--- config.mk ---
export PLATFORM = sky130hd
export DESIGN_NAME = scr_phase_angle_firing
export DESIGN_NICKNAME = d
export VERILOG_FILES = /design/src/rtl/scrpaf_pkg.sv /design/src/rtl/scr_phase_angle_firing.sv /design/src/rtl/scrpaf_chan.sv
export SDC_FILE = /design/constraint.sdc
export NUM_CORES = 1
export LEC_CHECK = 0
export BUFFER_PORTS_ARGS = -buffer_cell sky130_fd_sc_hd__buf_2
export CORE_MARGIN = 2
export CORE_UTILIZATION = 55
export CTS_BUF_LIST = sky130_fd_sc_hd__clkbuf_8
export DETAILED_ROUTE_END_ITERATION = 8
export PLACE_DENSITY_LB_ADDON = 0.25
export SLEW_MARGIN = 40
export SYNTH_ARGS = -nofsm -noshare
export SYNTH_HDL_FRONTEND = slang
export SYNTH_SLANG_ARGS = --single-unit
--- constraint.sdc ---
create_clock -name clk -period 6.7 [get_ports clk]
set_clock_uncertainty 0.05 [all_clocks]
set_input_delay 1.005 -clock clk [delete_from_list [all_inputs] [get_ports clk]]
set_output_delay 1.005 -clock clk [all_outputs]
set_load 0.01 [all_outputs]
--- src/rtl/scrpaf_pkg.sv ---
// shared types, constants and helpers of the thyristor phase angle firing block
package scrpaf_pkg;

  localparam int NUM_CHANNELS = 4;
  localparam int OUT_CH       = 4;
  localparam int DUTY_W       = 7;
  localparam int TICK_W       = 8;
  localparam int PERIOD_W     = 8;
  localparam int CH_W         = 2;
  localparam int CFG_ADDR_W   = 3;
  localparam int CFG_DATA_W   = 8;
  localparam int IN_DATA_W    = 16;
  localparam int OUT_DATA_W   = 8;

  localparam logic [DUTY_W-1:0] FULL_DUTY  = DUTY_W'(100);
  localparam logic [DUTY_W-1:0] RESET_DUTY = DUTY_W'(50);

  typedef enum logic [1:0] {
    OP_TICK     = 2'd0,
    OP_CROSSING = 2'd1,
    OP_ENABLE   = 2'd2,
    OP_DUTY     = 2'd3
  } op_t;

  typedef enum logic [CFG_ADDR_W-1:0] {
    REG_POLARITY   = 3'd0,
    REG_SOFT_START = 3'd1,
    REG_TRANSITION = 3'd2,
    REG_START_DUTY = 3'd3,
    REG_RAMP_STEP  = 3'd4,
    REG_RAMP_PER   = 3'd5,
    REG_HOLD       = 3'd6
  } reg_idx_t;

  // settings shared by all channels
  typedef struct packed {
    logic                transition;
    logic [DUTY_W-1:0]   start_duty;
    logic [DUTY_W-1:0]   ramp_step;
    logic [PERIOD_W-1:0] ramp_period;
    logic [DUTY_W-1:0]   hold_ticks;
  } cfg_t;

  // one decoded event as seen by a channel
  typedef struct packed {
    op_t               op;
    logic              en;
    logic [DUTY_W-1:0] duty;
  } evt_t;

  function automatic logic [DUTY_W-1:0] clamp_duty(input logic [DUTY_W-1:0] d);
    clamp_duty = (d > FULL_DUTY) ? FULL_DUTY : d;
  endfunction

endpackage

--- src/rtl/scr_phase_angle_firing.sv ---
// top level of the multi channel thyristor phase angle firing block
// an accepted beat passes the input register, then the result register, which drives out_tvalid
// throughput: one event beat per cycle while out_tready stays high
// a result waiting on out_tready lets the input register take one more beat, then in_tready drops
// reset: synchronous active low rst_n; registers return to their defaults, all gates inactive,
// channels closed, target duty 50, no result pending
module scr_phase_angle_firing (
  input  logic                                clk,
  input  logic                                rst_n,
  // event beats
  input  logic                                in_tvalid,
  output logic                                in_tready,
  input  logic [scrpaf_pkg::IN_DATA_W-1:0]    in_tdata,   // opcode[1:0] channel[3:2] enable[4] duty[11:5]
  // result beats
  output logic                                out_tvalid,
  input  logic                                out_tready,
  output logic [scrpaf_pkg::OUT_DATA_W-1:0]   out_tdata,  // gate_levels[3:0] ramp_active_mask[7:4]
  // register writes
  input  logic                                cfg_we,
  input  logic [scrpaf_pkg::CFG_ADDR_W-1:0]   cfg_addr,
  input  logic [scrpaf_pkg::CFG_DATA_W-1:0]   cfg_wdata
);

  // configuration registers
  logic [scrpaf_pkg::OUT_CH-1:0] pol_r;
  logic [scrpaf_pkg::OUT_CH-1:0] ss_r;
  scrpaf_pkg::cfg_t              cfg_r;
  logic [scrpaf_pkg::OUT_CH-1:0] ss_new;
  logic [scrpaf_pkg::OUT_CH-1:0] ss_rise;
  logic                          ss_wr;

  // input register stage
  logic                          v1_r;
  scrpaf_pkg::evt_t              evt_r;
  logic [scrpaf_pkg::CH_W-1:0]   ch_r;
  logic                          adv;
  logic                          in_acc;

  // result register
  logic                          out_v_r;
  logic [scrpaf_pkg::OUT_CH-1:0] lvl_r, lvl_nxt;
  logic [scrpaf_pkg::OUT_CH-1:0] act_r, act_nxt;

  logic [scrpaf_pkg::NUM_CHANNELS-1:0] gate_n;
  logic [scrpaf_pkg::NUM_CHANNELS-1:0] act_n;

  // a result moves on when the result register is empty or being drained
  assign adv       = v1_r & (~out_v_r | out_tready);
  assign in_tready = ~v1_r | adv;
  assign in_acc    = in_tvalid & in_tready;

  // soft start write: channels whose bit goes from clear to set restart their ramp
  assign ss_wr   = cfg_we & (cfg_addr == scrpaf_pkg::REG_SOFT_START);
  assign ss_new  = cfg_wdata[scrpaf_pkg::OUT_CH-1:0];
  assign ss_rise = ss_new & ~ss_r;

  always_ff @(posedge clk) begin
    if (!rst_n) begin
      pol_r             <= '1;
      ss_r              <= '0;
      cfg_r.transition  <= 1'b0;
      cfg_r.start_duty  <= '0;
      cfg_r.ramp_step   <= scrpaf_pkg::DUTY_W'(2);
      cfg_r.ramp_period <= scrpaf_pkg::PERIOD_W'(2);
      cfg_r.hold_ticks  <= scrpaf_pkg::DUTY_W'(2);
    end else if (cfg_we) begin
      case (cfg_addr)
        scrpaf_pkg::REG_POLARITY:   pol_r             <= cfg_wdata[scrpaf_pkg::OUT_CH-1:0];
        scrpaf_pkg::REG_SOFT_START: ss_r              <= ss_new;
        scrpaf_pkg::REG_TRANSITION: cfg_r.transition  <= cfg_wdata[0];
        scrpaf_pkg::REG_START_DUTY: cfg_r.start_duty  <= cfg_wdata[scrpaf_pkg::DUTY_W-1:0];
        scrpaf_pkg::REG_RAMP_STEP:  cfg_r.ramp_step   <= cfg_wdata[scrpaf_pkg::DUTY_W-1:0];
        scrpaf_pkg::REG_RAMP_PER:   cfg_r.ramp_period <= cfg_wdata[scrpaf_pkg::PERIOD_W-1:0];
        scrpaf_pkg::REG_HOLD:       cfg_r.hold_ticks  <= cfg_wdata[scrpaf_pkg::DUTY_W-1:0];
        default:                    pol_r             <= pol_r;
      endcase
    end
  end

  // input register: payload needs no reset
  always_ff @(posedge clk) begin
    if (!rst_n) begin
      v1_r <= 1'b0;
    end else if (in_tready) begin
      v1_r <= in_tvalid;
    end
  end

  always_ff @(posedge clk) begin
    if (in_acc) begin
      evt_r.op   <= scrpaf_pkg::op_t'(in_tdata[1:0]);
      ch_r       <= in_tdata[3:2];
      evt_r.en   <= in_tdata[4];
      evt_r.duty <= in_tdata[11:5];
    end
  end

  // one update unit per channel, all working on the same event
  for (genvar i = 0; i < scrpaf_pkg::NUM_CHANNELS; i++) begin : g_ch
    logic sel;
    assign sel = (i < (1 << scrpaf_pkg::CH_W)) &&
                 (ch_r == scrpaf_pkg::CH_W'(i));
    scrpaf_chan u_chan (
      .clk         (clk),
      .rst_n       (rst_n),
      .go          (adv),
      .evt         (evt_r),
      .sel         (sel),
      .cfg         (cfg_r),
      .soft_start  (ss_r[i % scrpaf_pkg::OUT_CH]),
      .cfg_restart (ss_wr & ss_rise[i % scrpaf_pkg::OUT_CH]),
      .gate_nxt    (gate_n[i]),
      .active_nxt  (act_n[i])
    );
  end

  // result fields from the state after the event; a gate shows its polarity when active
  always_comb begin
    lvl_nxt = '0;
    act_nxt = '0;
    for (int i = 0; i < scrpaf_pkg::OUT_CH; i++) begin
      if (i < scrpaf_pkg::NUM_CHANNELS) begin
        lvl_nxt[i] = ~(gate_n[i] ^ pol_r[i]);
        act_nxt[i] = act_n[i];
      end
    end
  end

  always_ff @(posedge clk) begin
    if (!rst_n) begin
      out_v_r <= 1'b0;
    end else if (adv) begin
      out_v_r <= 1'b1;
    end else if (out_tready) begin
      out_v_r <= 1'b0;
    end
  end

  always_ff @(posedge clk) begin
    if (adv) begin
      lvl_r <= lvl_nxt;
      act_r <= act_nxt;
    end
  end

  assign out_tvalid = out_v_r;
  assign out_tdata  = {act_r, lvl_r};

endmodule

--- src/rtl/scrpaf_chan.sv ---
// per channel phase counter, gate pulse timing and soft start ramp
module scrpaf_chan (
  input  logic                clk,
  input  logic                rst_n,
  input  logic                go,          // event applied this cycle
  input  scrpaf_pkg::evt_t    evt,
  input  logic                sel,         // event targets this channel
  input  scrpaf_pkg::cfg_t    cfg,
  input  logic                soft_start,
  input  logic                cfg_restart, // soft start bit newly set
  output logic                gate_nxt,
  output logic                active_nxt
);

  logic [scrpaf_pkg::TICK_W-1:0]   tc_r,  tc_nxt;
  logic                            pd_r,  pd_nxt;
  logic                            open_r, open_nxt;
  logic [scrpaf_pkg::DUTY_W-1:0]   tgt_r, tgt_nxt;
  logic [scrpaf_pkg::DUTY_W-1:0]   rd_r,  rd_nxt;
  logic [scrpaf_pkg::PERIOD_W-1:0] rc_r,  rc_nxt;
  logic                            fin_r, fin_nxt;
  logic                            gate_r, gate_nxt_i;

  logic [scrpaf_pkg::DUTY_W-1:0]   eff;
  logic [scrpaf_pkg::DUTY_W-1:0]   fire;
  logic [scrpaf_pkg::TICK_W-1:0]   tc_inc;
  logic [scrpaf_pkg::TICK_W-1:0]   pulse_end;
  logic [scrpaf_pkg::PERIOD_W-1:0] rc_inc;
  logic [scrpaf_pkg::TICK_W-1:0]   up_sum;
  logic [scrpaf_pkg::DUTY_W-1:0]   down_val;
  logic [scrpaf_pkg::DUTY_W-1:0]   dclamp;
  logic                            ramping;

  always_comb begin
    ramping   = soft_start & ~fin_r;
    eff       = scrpaf_pkg::clamp_duty(ramping ? rd_r : tgt_r);
    fire      = scrpaf_pkg::FULL_DUTY - eff;
    tc_inc    = (tc_r == '1) ? tc_r : tc_r + 1'b1;
    pulse_end = {1'b0, fire} + {1'b0, cfg.hold_ticks};
    rc_inc    = rc_r + 1'b1;
    up_sum    = {1'b0, rd_r} + {1'b0, cfg.ramp_step};
    down_val  = (rd_r > cfg.ramp_step) ? rd_r - cfg.ramp_step : '0;
    dclamp    = scrpaf_pkg::clamp_duty(evt.duty);

    tc_nxt     = tc_r;
    pd_nxt     = pd_r;
    open_nxt   = open_r;
    tgt_nxt    = tgt_r;
    rd_nxt     = rd_r;
    rc_nxt     = rc_r;
    fin_nxt    = fin_r;
    gate_nxt_i = gate_r;

    if (cfg_restart) begin
      fin_nxt = 1'b0;
      rc_nxt  = '0;
      rd_nxt  = scrpaf_pkg::clamp_duty(cfg.start_duty);
    end

    if (go) begin
      case (evt.op)
        scrpaf_pkg::OP_TICK: begin
          if (open_r && !pd_r) begin
            tc_nxt = tc_inc;
            if (tc_inc >= pulse_end) begin
              gate_nxt_i = 1'b0;
              pd_nxt     = 1'b1;
            end else if (tc_inc >= {1'b0, fire}) begin
              gate_nxt_i = 1'b1;
            end else begin
              gate_nxt_i = 1'b0;
            end
          end else begin
            gate_nxt_i = 1'b0;
          end
        end
        scrpaf_pkg::OP_CROSSING: begin
          tc_nxt     = '0;
          gate_nxt_i = 1'b0;
          pd_nxt     = 1'b0;
          if (ramping) begin
            rc_nxt = rc_inc;
            if (cfg.ramp_period <= rc_inc) begin
              rc_nxt = '0;
              if (rd_r < tgt_r) begin
                if (up_sum >= {1'b0, tgt_r}) begin
                  fin_nxt = 1'b1;
                  rd_nxt  = tgt_r;
                end else begin
                  rd_nxt  = up_sum[scrpaf_pkg::DUTY_W-1:0];
                end
              end else begin
                if (down_val <= tgt_r) begin
                  fin_nxt = 1'b1;
                  rd_nxt  = tgt_r;
                end else begin
                  rd_nxt  = down_val;
                end
              end
            end
          end
        end
        scrpaf_pkg::OP_ENABLE: begin
          if (sel) begin
            if (evt.en && !open_r) begin
              fin_nxt = 1'b0;
              rc_nxt  = '0;
              rd_nxt  = scrpaf_pkg::clamp_duty(cfg.start_duty);
            end
            open_nxt = evt.en;
          end
        end
        scrpaf_pkg::OP_DUTY: begin
          if (sel && (dclamp != tgt_r)) begin
            if (cfg.transition) fin_nxt = 1'b0;
            tgt_nxt = dclamp;
          end
        end
        default: begin
          gate_nxt_i = gate_r;
        end
      endcase
    end
  end

  assign gate_nxt   = gate_nxt_i;
  assign active_nxt = soft_start & ~fin_nxt;

  always_ff @(posedge clk) begin
    if (!rst_n) begin
      tc_r   <= '0;
      pd_r   <= 1'b1;
      open_r <= 1'b0;
      tgt_r  <= scrpaf_pkg::RESET_DUTY;
      rd_r   <= '0;
      rc_r   <= '0;
      fin_r  <= 1'b0;
      gate_r <= 1'b0;
    end else begin
      tc_r   <= tc_nxt;
      pd_r   <= pd_nxt;
      open_r <= open_nxt;
      tgt_r  <= tgt_nxt;
      rd_r   <= rd_nxt;
      rc_r   <= rc_nxt;
      fin_r  <= fin_nxt;
      gate_r <= gate_nxt_i;
    end
  end

endmodule

# Yosys cells after proc, flatten, opt, wreduce, memory -nomap -nowiden
# Index checks and enable logic that the tools add are counted.
# totals
register_bits	196
input_bits	32
out_inout_bits	10
word_cells	394
# classes
addsub	24
n_eq_ne	28
reduce_logical	48
order_cmp	34
n_mux	176
n_bitwise	37
# ops
operator	n
7-bit 2-to-1 mux	50
8-bit 2-to-1 mux	32
8-bit one-hot mux with 2 select lines	8
1-bit 2-to-1 mux	70
7-bit by 7-bit adder with 8-bit output	8
8-bit by 1-bit adder with 8-bit output, second input constant	8
8-bit by 7-bit greater-or-equal comparator with 1-bit output	8
7-bit one-hot mux with 2 select lines	4
7-bit > comparator, second input constant	6
3-bit AND reduction	12
8-bit equality test, second input constant	4
8-bit greater-or-equal comparator	4
8-bit less-or-equal comparator	4
7-bit > comparator	4
7-bit less-or-equal comparator	4
7-bit less-than comparator	4
7-bit != test	4
7-bit subtractor	4
7-bit subtractor, first input constant	4
2-bit by 1-bit != test with 1-bit output, second input constant	8
1-bit one-hot mux with 2 select lines	8
4-bit AND reduction	4
1-bit AND	15
1-bit inverter	14
16 further kinds	56

# Depth between registers and ports, before layout
# Gate-level depths: netlist of the first run.
# logic_depth
word_depth	14
mapped_depth	24
ltp_nobuf	23

# Hierarchy
# A second synthesis of the first run with hierarchy kept.
# hier_totals
cells_unflattened	2552
hier_area_um2	20644.8
# modules_own_cells
module	area_each_um2	n_inst	seq_area_each_um2	cells_per_inst
scrpaf_chan at g_ch[0].u_chan ...	4673.2	2	680.7	603
scrpaf_chan at g_ch[3].u_chan	4591.9	1	680.7	593
scrpaf_chan at g_ch[1].u_chan	4408.0	1	680.7	568
scr_phase_angle_firing	2298.5	1	1401.3	185

# Worst setup path after synthesis of the first run
# OpenSTA, ideal clock, no wires.
# synth_path
path_kind	reg-to-reg
from	reg ss_r[3] in the netlist's numbering
to	reg lvl_r[3] in the netlist's numbering, data pin
stages_incl_launch_ff	22
setup_slack_ns	1.838
period_less_slack_ns	4.862
setup_ns	0.268
path_buffers	1
arrival_time_ns	4.543
t_required_ns	6.382
cell_sequence	dfxtp_1 -> nand2b_1 -> clkbuf_1 -> or3_1 -> o31ai_1 -> a211o_1 -> nand2_1 -> ha_1 -> nor2_1 -> o21ai_0 -> o21a_1 -> o21a_1 -> a311o_1 -> ha_1 -> o21a_1 -> or3_1 -> nand2_1 -> ha_1 -> a2111oi_0 -> a21oi_1 -> o41ai_1 -> xnor2_1
# synth_between
elab_chain_cells	13
word_cells_on_any_way	15
cone_classes	add/sub: 2; order compare: 3; mux: 7; bitwise: 3
# synth_lines
item	line_no	text
start, declared	scr_phase_angle_firing.sv:26	logic [scrpaf_pkg::OUT_CH-1:0] ss_r;
start signal, assigned	scr_phase_angle_firing.sv:69	scrpaf_pkg::REG_SOFT_START: ss_r <= ss_new;
1-bit AND (*)	scrpaf_chan.sv:35	ramping = soft_start & ~fin_r;
7-bit 2-to-1 mux (*)	scrpaf_chan.sv:36	eff = scrpaf_pkg::clamp_duty(ramping ? rd_r : tgt_r);
7-bit > comparator	scrpaf_pkg.sv:52	clamp_duty = (d > FULL_DUTY) ? FULL_DUTY : d;
7-bit 2-to-1 mux (*)	scrpaf_pkg.sv:52	
7-bit subtractor (*)	scrpaf_chan.sv:37	fire = scrpaf_pkg::FULL_DUTY - eff;
7-bit by 7-bit adder with 8-bit output / 8-bit by 7-bit greater-or-equal comparator with 1-bit output (equally long branches)	scrpaf_chan.sv:39, scrpaf_chan.sv:68	
8-bit greater-or-equal comparator / 1-bit 2-to-1 mux (equally long branches)	scrpaf_chan.sv:65, scrpaf_chan.sv:68	
1-bit 2-to-1 mux (*)	scrpaf_chan.sv:65	if (tc_inc >= pulse_end) begin
1-bit 2-to-1 mux (*)	scrpaf_chan.sv:63	if (open_r && !pd_r) begin
1-bit one-hot mux with 2 select lines (*)	scrpaf_chan.sv:61	case (evt.op)
1-bit 2-to-1 mux (*)	scrpaf_chan.sv:60	if (go) begin
1-bit XOR (*)	scr_phase_angle_firing.sv:123	lvl_nxt[i] = ~(gate_n[i] ^ pol_r[i]);
1-bit inverter (*)	scr_phase_angle_firing.sv:123	
via lvl_nxt, one bit	scr_phase_angle_firing.sv:41	logic [scrpaf_pkg::OUT_CH-1:0] lvl_r, lvl_nxt;
end signal, assigned	scr_phase_angle_firing.sv:141	lvl_r <= lvl_nxt;
end, declared	scr_phase_angle_firing.sv:41	
# Mark *: on every way through the listed nets, which the timed path passes. The rest lies on a longest branch.
# A chain may end at the register's enable or synchronous reset.

# Worst setup path after layout of the first run
# layout_path
from	reg ss_r[1] in the netlist's numbering
to	reg lvl_r[1] in the netlist's numbering, data pin
# Same word-level chain as after synthesis.

==> impl_results.md, run 1 <==
* Outcome: complete, no violations
* CP endpoint kind: flop
* Power per cell area at 121 nW/um^2
* Final Hold Slack at 414 ps
* RSZ-0062 raised after global routing: false
* Die footprint at 36200 sq um
* Crit path DAT at 6230 ps
* Startpoint Class: flop
* Total clock sinks at 196
* Max-cap violations at 0
* Largest cells by area after synthesis: dfxtp_1 (18%), ha_1 (18%), a21oi_1 (4.4%), nor2_1 (4.2%), xnor2_1 (3.7%)
* P&R area growth vs syn at 4.42%
* Vias/cell at 6.52
* Placed cell count at 2771
* Worst Tran Pin Value at 972 ps
* Largest net degree at the start of global routing at 65
* N_diodes at 0
* Initial antenna violation count at 0
* Ys flop type: dfxtp_1
* Count of cell types in the netlist at 107
* Slack of the worst reg-to-reg path at 700 ps
* Peak supply drop at 0.000136 V
* Post-Syn Nets at 2677
* CP cell instances: nor2b_1 -> mux2i_1 -> or3_1 -> nand2_1 -> nand2_1 -> nand2_1 -> ha_1 -> nor2_1 -> o211ai_1 -> o21ai_0 -> o32ai_1 -> ha_1 -> o21a_1 -> o21ai_0 -> nand2_1 -> ha_1 -> a2111oi_0 -> a21oi_1 -> o41ai_1 -> xnor2_1
* Sequential share of the synthesized area at 21.6%
* HPWL Detailed at 46.2 mm
* Layout cells sized above 1 at 6.60%
* XOR/XNOR share of the synthesized area at 5.23%
* EDFF count, synth at 20
* Compound-Gate Fraction of Synth Area at 24.5%
* DRT Pass-1 Iters at 9
* Most used cell, CP: nand2_1
* Adder-Cell Fraction of Synth Area at 19.1%
* GPL Wtd Cong at 1.01
* # setup viols final at 0
* Asr flop ratio synth at 0%
* Slew margin rel. at 35.0%
* Worst-path clk slew at 110 ps
* LEAKAGE at 8.44 nW
* Setup tns final at 0 ps
* Crit-path max FO at 11
* Yosys warns at 0
* Routed WL at 60.0 mm
* Clk root buf: clkbuf_8
* Fmax at 167 MHz
* Post-CTS resize count at 0
* Period minus WS final at 6000 ps
* CP peak stage delay at 680 ps
* Post-CTS Setup Bufs at 0
* Num rows at 68
* Vias in the first global route at 17033
* Worst-Skew Late Latency at 530 ps
* Initial Util at 55.5%
* DRC Markers at 0
* Number of routed nets with antenna violations at 0
* CTS buffer count at 17
* Core ar. at 34400 sq um
* I/O pins at 42
* Mux cell area share after synthesis at 3.10%
* Crit-path slowest cell: nor2b_1
* Post-synth top area share at 18.5%
* Vias post-DR at 18277
* Pre-CTS setup slack at 952 ps
* Simple-Gate Fraction of Synth Area at 21.2%
* DIE HEIGHT at 190 um
* Average size of a mapped cell at 8.07 sq um
* Hold Buf Count CTS at 0
* Non-Filler Instances at 2802
* Die Wd at 190 um
* H-tree depth at 4
* Fin. max-slew vios at 0
* Maximum clock insertion buffer count at 2
* Synth Cell Area at 19100 sq um
* Main combinational cell family by area after synthesis: compound AO/OA/AOI/OAI gates
* Total Power at 2.41 mW
* Worst EP required at 6920 ps
* Crit share post-route at 89.6%
* #FFs+latches synth at 196
* Wire per inst at 21.4 um
* Layout Nets at 2651
* Post-Syn Instances at 2361
* Critical path class: flop to flop
* First-pass GRT wire length at 92.9 mm
* Total track usage at 32.9%
* Gr ovfl total at 0
* DR iter-0 viols at 2097
* Area leader, netlist: dfxtp_1
* Final Hold Violating Endpoints at 0
* Port bufs at 37
* CTS tree: yes
* Hold crit path type: flop to flop
* Final setup slack of the worst path at 697 ps
-- cells in the mapped netlist, drive strengths merged (7+ instances only) --
cell	instances
a2111oi	12
a211o	9
a211oi	24
a21o	29
a21oi	168
a221oi	8
a22o	9
a22oi	46
a31oi	22
a32oi	8
and2	33
and3	26
buf	32
clkbuf	68
dfxtp	176
edfxtp	20
fa	12
ha	272
inv	135
mux2	9
mux2i	49
nand2	186
nand2b	53
nand3	68
nand3b	19
nand4	34
nor2	214
nor2b	42
nor3	41
nor3b	8
nor4	7
o2111ai	14
o211ai	38
o21a	29
o21ai	129
o21bai	15
o221ai	11
o31a	7
o31ai	18
o32ai	7
or2	9
or3	27
xnor2	80
xor2	33
-- state kept, by name, indices dropped and copies added (netlist names) --
signal	count
g_ch.u_chan.rc_r	32
g_ch.u_chan.tc_r	32
cfg_r	30
g_ch.u_chan.rd_r	28
g_ch.u_chan.tgt_r	28
evt_r	10
act_r	4
g_ch.u_chan.fin_r	4
g_ch.u_chan.gate_r	4
g_ch.u_chan.open_r	4
g_ch.u_chan.pd_r	4
lvl_r	4
pol_r	4
ss_r	4
ch_r	2
out_tvalid	1
v1_r	1
-- final timing paths --
check / startpoint / end / cells past startpoint
worst max-delay path: ss_r[1] / lvl_r[1] / 20
worst max register to register: ss_r[1] / lvl_r[1] / 20
worst min register to register: cfg_r[7] / cfg_r[7] / 2
worst min-delay path: cfg_r[7] / cfg_r[7] / 2
-- metrics by stage --
step                      instance area, sq um  util (%)
after floorplan                          19100         -
after global placement                   19500      56.6
after detailed placement                 19500      56.7
after CTS                                19900      57.8
after global routing                     19900      57.9
final                                    19900      57.9
-- cells in the final DEF, fill, tap and decap left out, drive strengths merged, types with 38 or more instances in the layout --
cell type,count
o211ai,38
xnor2,80
a21oi,168
nor3,41
nor2,214
mux2i,49
dfxtp,176
o21ai,129
nand2,186
ha,272
inv,141
buf,55
nand2b,53
nor2b,42
a22oi,46
nand3,68
-- logic make-up after synthesis --
logic type               count (synthesis)
buffers and inverters                  235
AND/OR/NAND/NOR                        800
flip-flops                             196
XOR/XNOR                               113
adder cells (fa/ha/maj)                284
AO/OA/AOI/OAI                          675
multiplexers                            58
-- report_power, final --
group | switching, mW | internal [mW] | total (mW)
Clock | 0.502 | 0.288 | 0.791
Combinational | 0.249 | 0.137 | 0.386
Sequential | 0.0357 | 1.20 | 1.23
-- final cells by class --
| class | count | area (sq um) |
|---|---|---|
| Clock buffer | 19 | 262 |
| Clock inverter | 12 | 110 |
| Sequential cell | 196 | 4120 |
| Tap cell | 455 | 569 |
| Inverter | 135 | 508 |
| Timing Repair Buffer | 55 | 320 |
| Fill cell | 3165 | 14500 |
| Multi-Input combinational cell | 1930 | 14000 |
-- per-layer routing --
layer | global-route usage [%] | up-vias | routed length [um]
met3 | 5.15 | 183 | 5380
li1 | - | 8628 | -
met2 | 52.0 | 871 | 26400
met4 | 14.1 | 0 | 2730
met1 | 44.4 | 8595 | 25500
met5 | 0 | - | 0
-- critical path, delay by kind of cell (launching register included) --
family / cells / cell delay, ps
mux: 1 / 320
flops: 1 / 360
xor+xnor: 1 / 110
simple gates: 7 / 1610
fa+ha+maj: 3 / 970
compound gates: 8 / 2330
Power figures use the tool's default switching activity.
==> inputs of run 2 (changes only) <==
--- a/config.mk
+++ b/config.mk
@@ -8,7 +8,7 @@
 export BUFFER_PORTS_ARGS = -buffer_cell sky130_fd_sc_hd__buf_2
 export CORE_MARGIN = 2
 export CORE_UTILIZATION = 55
-export CTS_BUF_LIST = sky130_fd_sc_hd__clkbuf_8
+export CTS_CLUSTER_DIAMETER = 100
 export DETAILED_ROUTE_END_ITERATION = 8
 export PLACE_DENSITY_LB_ADDON = 0.25
 export SLEW_MARGIN = 40
==> run 2 against run 1 <==
Net effect: utilization is 0.58 points higher; final cell count stayed put; fmax is 0.48% lower; register-to-register slack worse by 30 ps; largest cell class unchanged.
==> impl_results.md, run 2 (synthesis gave the netlist of run 1 again) <==
* Outcome: complete, no violations (unchanged)
* Vias/cell at 6.52 (about the same)
* Placed cell areas at 19500 sq um (unchanged)
* DRT Pass-1 Iters at 6 (was 9)
* Fmax at 166 MHz (was 167 MHz)
* Most used cell, CP: nand2_1 (unchanged)
* Initial antenna violation count at 1 (was 0)
* RSZ-0062 raised after global routing: false (unchanged)
* Crit-path max FO at 11 (unchanged)
* Hold path start: cfg_r[7] (unchanged)
* Slack of the worst reg-to-reg path at 670 ps (was 700 ps)
* R2R Path End: lvl_r[1] (unchanged)
* Critical path class: flop to flop (unchanged)
* DRC Markers at 0 (unchanged)
* Post-CTS Setup Bufs at 0 (unchanged)
* Worst-path clk slew at 80 ps (was 110 ps)
* Die footprint at 36200 sq um (unchanged)
* Clk root buf: clkbuf_16 (was clkbuf_8)
* Worst-Skew Late Latency at 470 ps (was 530 ps)
* CP peak stage delay at 680 ps (about the same)
* Worst EP required at 6860 ps (was 6920 ps)
* Hold Buf Count CTS at 0 (unchanged)
* Number of routed nets with antenna violations at 0 (unchanged)
* HPWL Detailed at 46.2 mm (unchanged)
* Hold EP: cfg_r[7] (unchanged)
* CP endpoint kind: flop (unchanged)
* Total clock sinks at 196 (unchanged)
* Hold path cells at 2 (unchanged)
* Routed WL at 60.2 mm (was 60.0 mm)
* CP cell instances: nor2b_1 -> mux2i_1 -> or3_1 -> nand2_1 -> nand2_1 -> nand2_1 -> ha_1 -> nor2_1 -> o211ai_1 -> o21ai_0 -> o32ai_1 -> ha_1 -> o21a_1 -> o21ai_0 -> nand2_1 -> ha_1 -> a2111oi_0 -> a21oi_1 -> o41ai_1 -> xnor2_1 (unchanged)
* P&R area growth vs syn at 5.45% (was 4.42%)
* Period minus WS final at 6030 ps (was 6000 ps)
* Initial Util at 55.5% (unchanged)
* Wire per inst at 21.5 um (was 21.4 um)
* Num rows at 68 (unchanged)
* Max-cap violations at 0 (unchanged)
* Layout fillers at 3140 (was 3165)
* Most frequent cells in the layout: ha_1 (272), nor2_1 (213), nand2_1 (185) (unchanged)
* Total track usage at 33.0% (was 32.9%)
* N_diodes at 0 (unchanged)
* Final Hold Violating Endpoints at 0 (unchanged)
* Reg2reg start: ss_r[1] (unchanged)
* Biggest regs: g_ch.u_chan.rc_r: 32 flops, g_ch.u_chan.tc_r: 32 flops, cfg_r: 30 flops (unchanged)
* Maximum clock insertion buffer count at 2 (unchanged)
* Largest net degree at the start of global routing at 65 (unchanged)
* Hold crit path type: flop to flop (unchanged)
* Gr ovfl total at 0 (unchanged)
* Power per cell area at 132 nW/um^2 (was 121 nW/um^2)
* Core ar. at 34400 sq um (unchanged)
* CTS buffer count at 17 (unchanged)
* Layout cells sized above 1 at 6.65% (was 6.60%)
* DR iter-0 viols at 1996 (was 2097)
* Startpoint Class: flop (unchanged)
* DIE HEIGHT at 190 um (unchanged)
* Vias in the first global route at 17094 (was 17033)
* Final Cell Area at 20100 sq um (was 19900 sq um)
* Final Hold Slack at 409 ps (was 414 ps)
* Vias post-DR at 18262 (was 18277)
* R2R cell count at 20 (unchanged)
* Worst Tran Pin Value at 937 ps (was 972 ps)
* Family with the most delay on the worst path: compound AO/OA/AOI/OAI gates (unchanged)
* WP buf/inv at 0 (unchanged)
* Die Wd at 190 um (unchanged)
* H-tree depth at 4 (unchanged)
* I/O pins at 42 (unchanged)
* Fin. max-slew vios at 0 (unchanged)
* First-pass GRT wire length at 93.0 mm (was 92.9 mm)
* Post-CTS resize count at 0 (unchanged)
* Commonest non-fill, non-tap cell in the layout: ha_1 (unchanged)
* Placed cell count at 2771 (unchanged)
* Port bufs at 37 (unchanged)
* CTS tree: yes (unchanged)
* WP depth at 20 (unchanged)
* Crit-path slowest cell: nor2b_1 (unchanged)
* GPL Wtd Cong at 1.01 (unchanged)
* Setup tns final at 0 ps (unchanged)
* Slew margin rel. at 37.4% (was 35.0%)
* Crit path DAT at 6200 ps (was 6230 ps)
* # setup viols final at 0 (unchanged)
* LEAKAGE at 8.53 nW (was 8.44 nW)
* Layout Nets at 2651 (unchanged)
* Final core occ at 58.5% (was 57.9%)
* Peak supply drop at 0.000200 V (was 0.000136 V)
* Non-Filler Instances at 2802 (unchanged)
* Crit share post-route at 90.0% (was 89.6%)
[run 2: cell types whose count changed in the layout (fill, tap and decap cells not counted)]
cell	change
clkbuf_16	+17
clkbuf_8	-17
a31oi_1	-1
a31oi_2	+1
[run 2: area by class of cell]
cell class | count | area (sq um) | share of cell area, %
clock buffer | 19 | 453 | 2.25
clock inverter | 12 | 110 | 0.548
inverter | 135 | 508 | 2.53
multi-input combinational | 1930 | 14000 | 69.7
sequential | 196 | 4120 | 20.5
tap | 455 | 569 | 2.83
timing repair buffer | 55 | 320 | 1.59
[run 2: worst max path at each step]
stage | from | endpoint | slack [ps]
floorplan | ss_r[3] | lvl_r[3] | 1840
CTS | ss_r[1] | lvl_r[1] | 910
global placement | ss_r[1] | lvl_r[1] | 1080
global route | ss_r[1] | lvl_r[1] | 340
detailed placement | ss_r[1] | lvl_r[1] | 950
finish | ss_r[1] | lvl_r[1] | 670
[run 2: per-stage QoR]
step                setup slack [ps]  power, mW
floorplan                       1840       1.52
global placement                1080       1.62
detailed placement               952       1.63
CTS                              912       2.66
global route                     339       2.75
finish                           668       2.66
[run 2: power breakdown]
group | total, mW | switching [mW] | leakage, nW | internal [mW]
clock | 1.04 | 0.534 | 0.279 | 0.508
combinational | 0.387 | 0.250 | 6.63 | 0.137
sequential | 1.23 | 0.0355 | 1.62 | 1.20
total | 2.66 | 0.819 | 8.53 | 1.84
[run 2: layer usage]
| layer | track usage, % | vias up | share of wire, % |
|---|---|---|---|
| li1 | - | 8629 | - |
| met1 | 43.7 | 8579 | 42 |
| met2 | 52.3 | 871 | 44 |
| met3 | 5.74 | 181 | 8.9 |
| met4 | 15.1 | 2 | 4.6 |
| met5 | 0 | - | 0.022 |
[run 2: tightest hold or removal path, stage by stage (launching register included)]
cell	delay, ps
dfxtp_1	310
nand2_1	50
a21oi_1	50
